`src/rtl/core/pioc_pkg.sv`:
```
// shared types, constants and helpers of the pending i/o overlap checker
package pioc_pkg;

  localparam int unsigned QueueDepthDef = 32;

  localparam int unsigned DriveW = 8;
  localparam int unsigned LbaW   = 48;
  localparam int unsigned ByteW  = 24;
  localparam int unsigned BsizeW = 16;
  localparam int unsigned MarkW  = 8;
  localparam int unsigned TotW   = 32;
  localparam int unsigned OccW   = 6;

  localparam logic OpEnq = 1'b0;
  localparam logic OpDeq = 1'b1;

  typedef struct packed {
    logic              op;
    logic [DriveW-1:0] drive_id;
    logic [LbaW-1:0]   lba;
    logic [ByteW-1:0]  byte_count;
    logic [BsizeW-1:0] blk_bytes;
    logic              is_read;
  } in_item_t;

  typedef struct packed {
    logic              accepted;
    logic              queue_full;
    logic [MarkW-1:0]  new_marks;
    logic [TotW-1:0]   read_total;
    logic [DriveW-1:0] head_drive_id;
    logic [LbaW-1:0]   head_lba;
    logic              head_is_read;
    logic [MarkW-1:0]  head_marks;
    logic [OccW-1:0]   occupancy;
  } out_item_t;

  // one queued request as held by a cell
  typedef struct packed {
    logic [DriveW-1:0] drive;
    logic [LbaW-1:0]   start;
    logic [ByteW-1:0]  blocks;
    logic              rd;
    logic [MarkW-1:0]  marks;
  } entry_t;

  // new request walking down the cell row
  typedef struct packed {
    logic              valid;
    logic [DriveW-1:0] drive;
    logic [LbaW-1:0]   start;
    logic [ByteW-1:0]  blocks;
    logic              rd;
    logic [MarkW-1:0]  marks;
  } probe_t;

  // per cell report back to the controller
  typedef struct packed {
    logic             rr_hit;
    logic             stored;
    logic [MarkW-1:0] marks;
  } cell_stat_t;

  function automatic logic [MarkW-1:0] bump_mark(input logic [MarkW-1:0] v);
    bump_mark = (v == '1) ? v : v + MarkW'(1);
  endfunction

endpackage

```
`src/rtl/core/pioc_div.sv`:
```
// serial restoring divider giving the block count of a request
module pioc_div (
  input  logic                         clk_i,
  input  logic                         rst_ni,
  input  logic                         start_i,
  input  logic [pioc_pkg::ByteW-1:0]   dividend_i,
  input  logic [pioc_pkg::BsizeW-1:0]  divisor_i,
  output logic                         done_o,
  output logic [pioc_pkg::ByteW-1:0]   quotient_o
);

  localparam int unsigned StepW = $clog2(pioc_pkg::ByteW);

  logic                          busy_q, done_q, zero_q;
  logic [StepW-1:0]              step_q;
  logic [pioc_pkg::BsizeW-1:0]   dsr_q, rem_q;
  logic [pioc_pkg::ByteW-1:0]    quo_q;
  logic [pioc_pkg::BsizeW:0]     rem_sh, rem_sub;

  // shift in the next dividend bit, try the subtract
  assign rem_sh  = {rem_q, quo_q[pioc_pkg::ByteW-1]};
  assign rem_sub = rem_sh - {1'b0, dsr_q};

  always_ff @(posedge clk_i or negedge rst_ni) begin
    if (!rst_ni) begin
      busy_q <= 1'b0;
      done_q <= 1'b0;
      zero_q <= 1'b0;
      step_q <= '0;
      dsr_q  <= '0;
      rem_q  <= '0;
      quo_q  <= '0;
    end else begin
      done_q <= 1'b0;
      if (start_i) begin
        busy_q <= 1'b1;
        step_q <= '0;
        dsr_q  <= divisor_i;
        zero_q <= (divisor_i == '0);
        rem_q  <= '0;
        quo_q  <= dividend_i;
      end else if (busy_q) begin
        if (rem_sh >= {1'b0, dsr_q}) begin
          rem_q <= rem_sub[pioc_pkg::BsizeW-1:0];
          quo_q <= {quo_q[pioc_pkg::ByteW-2:0], 1'b1};
        end else begin
          rem_q <= rem_sh[pioc_pkg::BsizeW-1:0];
          quo_q <= {quo_q[pioc_pkg::ByteW-2:0], 1'b0};
        end
        if (step_q == StepW'(pioc_pkg::ByteW - 1)) begin
          busy_q <= 1'b0;
          done_q <= 1'b1;
        end
        step_q <= step_q + StepW'(1);
      end
    end
  end

  assign done_o     = done_q;
  assign quotient_o = zero_q ? '0 : quo_q;

endmodule

```
`config.mk`:
```
export PLATFORM = sky130hd
export DESIGN_NAME = pioc_div
export DESIGN_NICKNAME = d
export VERILOG_FILES = /design/src/rtl/core/pioc_pkg.sv /design/src/rtl/core/pioc_div.sv
export SDC_FILE = /design/constraint.sdc
export NUM_CORES = 1
export LEC_CHECK = 0
export BUFFER_PORTS_ARGS = -buffer_cell sky130_fd_sc_hd__buf_2
export CAP_MARGIN = 15
export CORE_AREA = 2 2 90 92
export DETAILED_ROUTE_END_ITERATION = 8
export DIE_AREA = 0 0 92 94
export HOLD_SLACK_MARGIN = 0.02
export PLACE_DENSITY = 0.76
export SETUP_SLACK_MARGIN = 0.5
export SYNTH_ARGS = -nofsm -noshare
export SYNTH_HDL_FRONTEND = slang
export SYNTH_SLANG_ARGS = --single-unit
```
`constraint.sdc`:
```
create_clock -name clk_i -period 3.3 [get_ports clk_i]
set_input_delay 0.66 -clock clk_i [delete_from_list [all_inputs] [get_ports clk_i]]
set_output_delay 0.66 -clock clk_i [all_outputs]
set_load 0.02 [all_outputs]
```
* After elaboration in Yosys (flattened, before gate mapping) *
Index checks and enable logic that the tools add are counted.

word-level totals
  output and inout bits = 25
  bits of input ports = 43
  logic and storage cells = 28
  register bits after elaboration = 64

cells by class
  multiplexer cells = 15
  reductions and logical operators = 2
  equality and inequality tests = 1
  order comparisons = 1
  add/sub/neg operators = 2

operators with widths
  cell                                          number
  2-to-1 mux 24 bit                             3
  2-to-1 mux 16 bit                             3
  >= comparator 17 x 16 -> 1 bit                1
  zero test 16 bit                              1
  subtractor 16 bit                             1
  2-to-1 mux 5 bit                              2
  2-to-1 mux 1 bit                              7
  adder 5 x 1 -> 5 bit (second input constant)  1
  equality test 5 bit (second input constant)   1
  nonzero test 2 bit                            1

* Longest topological paths before layout *
  depth in word-level cells = 4
  depth in mapped cells = 10
  gate-level depth less buffers = 9

* Worst setup path after synthesis *
No wires, ideal clock.

  path kind = register to register
  start = reg dsr_q[1] (netlist bit)
  end = reg rem_q[4] (netlist bit)
  data required time = 3.204 ns
  arrival = 2.249 ns
  period minus slack after synthesis = 2.345 ns
  library setup time = 0.096 ns
  buffers on the path = 0
  slack = 0.955 ns
  stages on the path, launching flop included = 9
  path through = dfrtp_1 inv_1 ha_1 nor2b_4 o2111ai_1 a211o_1 a31o_4 or3_4 a311oi_2

between the ends
  cells in the longest elaborated chain, start to end = 4
  elaborated cells between the ends (all ways) = 5
  classes of those cells = 1 x add/sub; 1 x order compare; 3 x mux

ends and longest elaborated chain
  what                                                                        line                            source
  from (decl)                                                                 pioc_div.sv:16                  logic [pioc_pkg::BsizeW-1:0] dsr_q, rem_q;
  from (signal assigned)                                                      pioc_div.sv:38                  dsr_q <= divisor_i;
  subtractor 16 bit / >= comparator 17 x 16 -> 1 bit (equally long branches)  pioc_div.sv:22, pioc_div.sv:43
  2-to-1 mux 16 bit *                                                         pioc_div.sv:43                  if (rem_sh >= {1'b0, dsr_q}) begin
  2-to-1 mux 16 bit *                                                         pioc_div.sv:42                  end else if (busy_q) begin
  2-to-1 mux 16 bit *                                                         pioc_div.sv:35                  if (start_i) begin
  to (signal assigned)                                                        pioc_div.sv:44                  rem_q <= rem_sub[pioc_pkg::BsizeW-1:0];
  to (signal assigned)                                                        pioc_div.sv:47                  rem_q <= rem_sh[pioc_pkg::BsizeW-1:0];
  to (decl)                                                                   pioc_div.sv:16

Every way passes the cells marked *; elsewhere a longest branch is shown, timed or not. The select of a mux whose other input is x is not followed.
A chain may end at the register's enable or synchronous reset.

* Worst setup path after layout *
Ends and elaborated chain as after synthesis.

==> impl_metrics.toml <==
[timing]
setup_tns_ps = 0
slew_viol_final = 0
min_period_ps = 2647
fin_crit_sh = 0.8020
rsz0062_at_grt = "false"
worstMarginPinSlew_ps = 814.8
fmax_mhz = 377.8
slew_headroom = 0.4568
hold_ws_ps = 399.3
hold_violations = 0
clock_skew_ps = 9.827
finalSetupViolations = 0

[min_path]
hp-class = "in2async"

[grt]
grt_pass1_wl_um = 15510
grt_use_met1 = 0.3071
busiest_layer = "met2"
use_met2 = 0.3676
grt_pass1_vias = 3267
grt_use_total = 0.2262
gr-total-overflow = 0
grtUsageMet3 = 0.02970
grt_max_degree = 39
antenna_found_initial = 0

[logic_synthesis]
yosys_warnings = 0
synth.avg_cell_area_um2 = 9.073
ys_types = 62
synth_top_area_cell = "dfrtp_1"
synth-edff-count = 0
synth_area_um2 = 4074
ys.flop_type = "dfrtp_1"
yosysSeqAreaShare = 0.3931
synth_top_area_frac = 0.3931
async_flop_share = 1.000
synthesis.instances = 449
synth.area.top_cells = "dfrtp_1, mux2i_1, o21ai_0"
ys_seq_elements = 64
syn_nets = 510

[worst_setup_path]
worstPathCellList = "inv_1, ha_1, nor2b_4, o2111ai_1, a211o_1, a31o_4, or3_4, a311oi_2"
arrival_ps = 2890
endpoint_kind = "flop"
cp_slowest_cell = "a211o_1"
setup.worst_path.start_class = "flop"
crit_required_ps = 3550
critPathKind = "reg2reg"
crit_fanout = 15
max_stage_delay_ps = 440

[pwr]
p_clk_frac = 0.328
swShare = 0.3092
pwr-share-seq = 0.431
power_mw = 2.047
comb_power_share = 0.241
irDropWorstVdd_mv = 0.2427
p_int_mw = 1.414
p_sw_mw = 0.6329
p_per_area_nw_per_um2 = 442.7
leakage_nw = 2.381

[routing]
finalWirelength_um = 9053
dr.first_iter.drc_count = 233
vias_per_cell = 5.610
num_vias = 3450
wl_per_cell_um = 14.72
antenna_left = 0
drtPass1Iterations = 5
drc = 0

[die]
die_h_um = 94
die-area_um2 = 8648
num_io_pins = 68
die_w_um = 92
core_um2 = 7607
start_util = 0.5355
rows = 32

[cts]
cts_buffer_depth = 2
numCtsBuffers = 9
ctsHoldBuffers = 0
clkTransAtPathRegs_ps = 70
clock-sinks = 64
root_buffer = "clkbuf_8"
clock_latency_ps = 340
cts_tree = "yes"
h-tree-depth = 3

[final_layout]
postLayoutCellArea_um2 = 4623
drive_gt1_frac = 0.2047
fin_nets = 569
num_antenna_cells = 0
final_core_util = 0.6077
area_growth_pct = 13.48

[place]
gp_congestion = 0.9072
io_buffer_count = 67
dp_hpwl_um = 6803
placed_cell_area_um2 = 4417

[run_status]
status = "completed"

[job]
cap_violations = 0
==> final timing paths <==
path                             end  slack (ps)  cells past startpoint            from
max                         rem_q[4]         650                      8        dsr_q[1]
min                         quo_q[5]         400                      1          rst_ni
max reg2reg                 rem_q[4]         650                      8        dsr_q[1]
min reg2reg                 dsr_q[0]         540                      1        dsr_q[0]
max in group asynchronous   rem_q[9]        2090                      2          rst_ni
min in group clk_i         quo_q[20]         530                      3  dividend_i[20]
==> sequential cells by signal, summed over array words and instances (netlist names) <==
| name | flops |
|---|---|
| busy_q | 1 |
| quo_q | 24 |
| dsr_q | 16 |
| done_o | 1 |
| rem_q | 16 |
| step_q | 5 |
| zero_q | 1 |
==> critical path: cells and delay by family (launching register included) <==
| family | cells | cell delay [ps] |
|---|---|---|
| simple gates | 2 | 540 |
| fa+ha+maj | 1 | 290 |
| flops | 1 | 370 |
| buf+inv | 1 | 60 |
| compound gates | 4 | 1270 |
==> cell usage in the layout (no fill, tap or decap), types with 10 or more instances in the layout <==
| master | n |
|---|---|
| buf_2 | 67 |
| dfrtp_1 | 63 |
| ha_1 | 17 |
| mux2i_1 | 28 |
| nand2_1 | 59 |
| o21ai_0 | 47 |
| nor2_1 | 30 |
| nor2b_1 | 28 |
| a21oi_1 | 15 |
| clkbuf_8 | 10 |
| inv_1 | 20 |
==> cell usage after synthesis, types with 3 or more instances <==
cell type and instances:
clkbuf_8 6, nand3_1 7, ha_1 17, clkbuf_1 12
buf_1 3, inv_1 20, a211o_1 3, nand4_1 9
dfrtp_1 64, nand2b_1 4, o21a_1 4, or3_1 4
xor2_1 6, o211ai_1 3, buf_2 4, nor4_1 4
xnor2_1 3, nand2_1 59, o21ai_1 4, o21ai_0 47
nand4b_1 3, a311oi_1 7, nor2b_1 28, a21oi_1 15
a31oi_1 6, nor2_1 30, nor3b_1 4, mux2i_1 28
a21o_1 6
==> power by group through the flow <==
stage / Clock [mW] / Sequential [mW] / Combinational, mW
after global routing: 0.713 / 0.890 / 0.555
after global placement: 0 / 0.894 / 0.485
final: 0.671 / 0.882 / 0.494
after CTS: 0.684 / 0.882 / 0.492
after floorplan: 0 / 0.885 / 0.362
after detailed placement: 0 / 0.896 / 0.490
==> logic make-up after synthesis <==
family | after synthesis | share of synthesized area
flip-flops | 64 | 0.3931
XOR/XNOR | 9 | 0.01935
multiplexers | 30 | 0.07432
AO/OA/AOI/OAI | 116 | 0.1867
buffers and inverters | 48 | 0.06480
adder cells (fa/ha/maj) | 18 | 0.05712
AND/OR/NAND/NOR | 164 | 0.2045
==> routing by layer <==
layer,share of wire,vias up,wire [um]
li1,-,1706,-
met3,0.047,12,428
met5,0,-,0
met1,0.46,1636,4125
met4,0.019,0,170
met2,0.48,96,4329
==> layout make-up <==
type | count | area [um2]
fill | 655 | 2984
inverter | 20 | 75.07
sequential | 64 | 1603
timing repair buffer | 76 | 402.9
multi-input combinational | 337 | 2217
tap | 102 | 127.6
clock buffer | 11 | 141.4
clock inverter | 5 | 56.30
==> metrics by stage <==
stage | instances | setup WS, ps
2_1_floorplan | 449 | 955.4
3_3_place_gp | 599 | 767.8
3_5_place_dp | 599 | 699.9
4_1_cts | 615 | 704.0
5_1_grt | 615 | 529.7
6_report | 615 | 653.3
==> repair_timing <==
item                       4_1_cts  5_1_grt
setup endpoints to repair        0        1
buffers inserted                 0        0
resized for setup                0        1
Power figures use the tool's default switching activity.
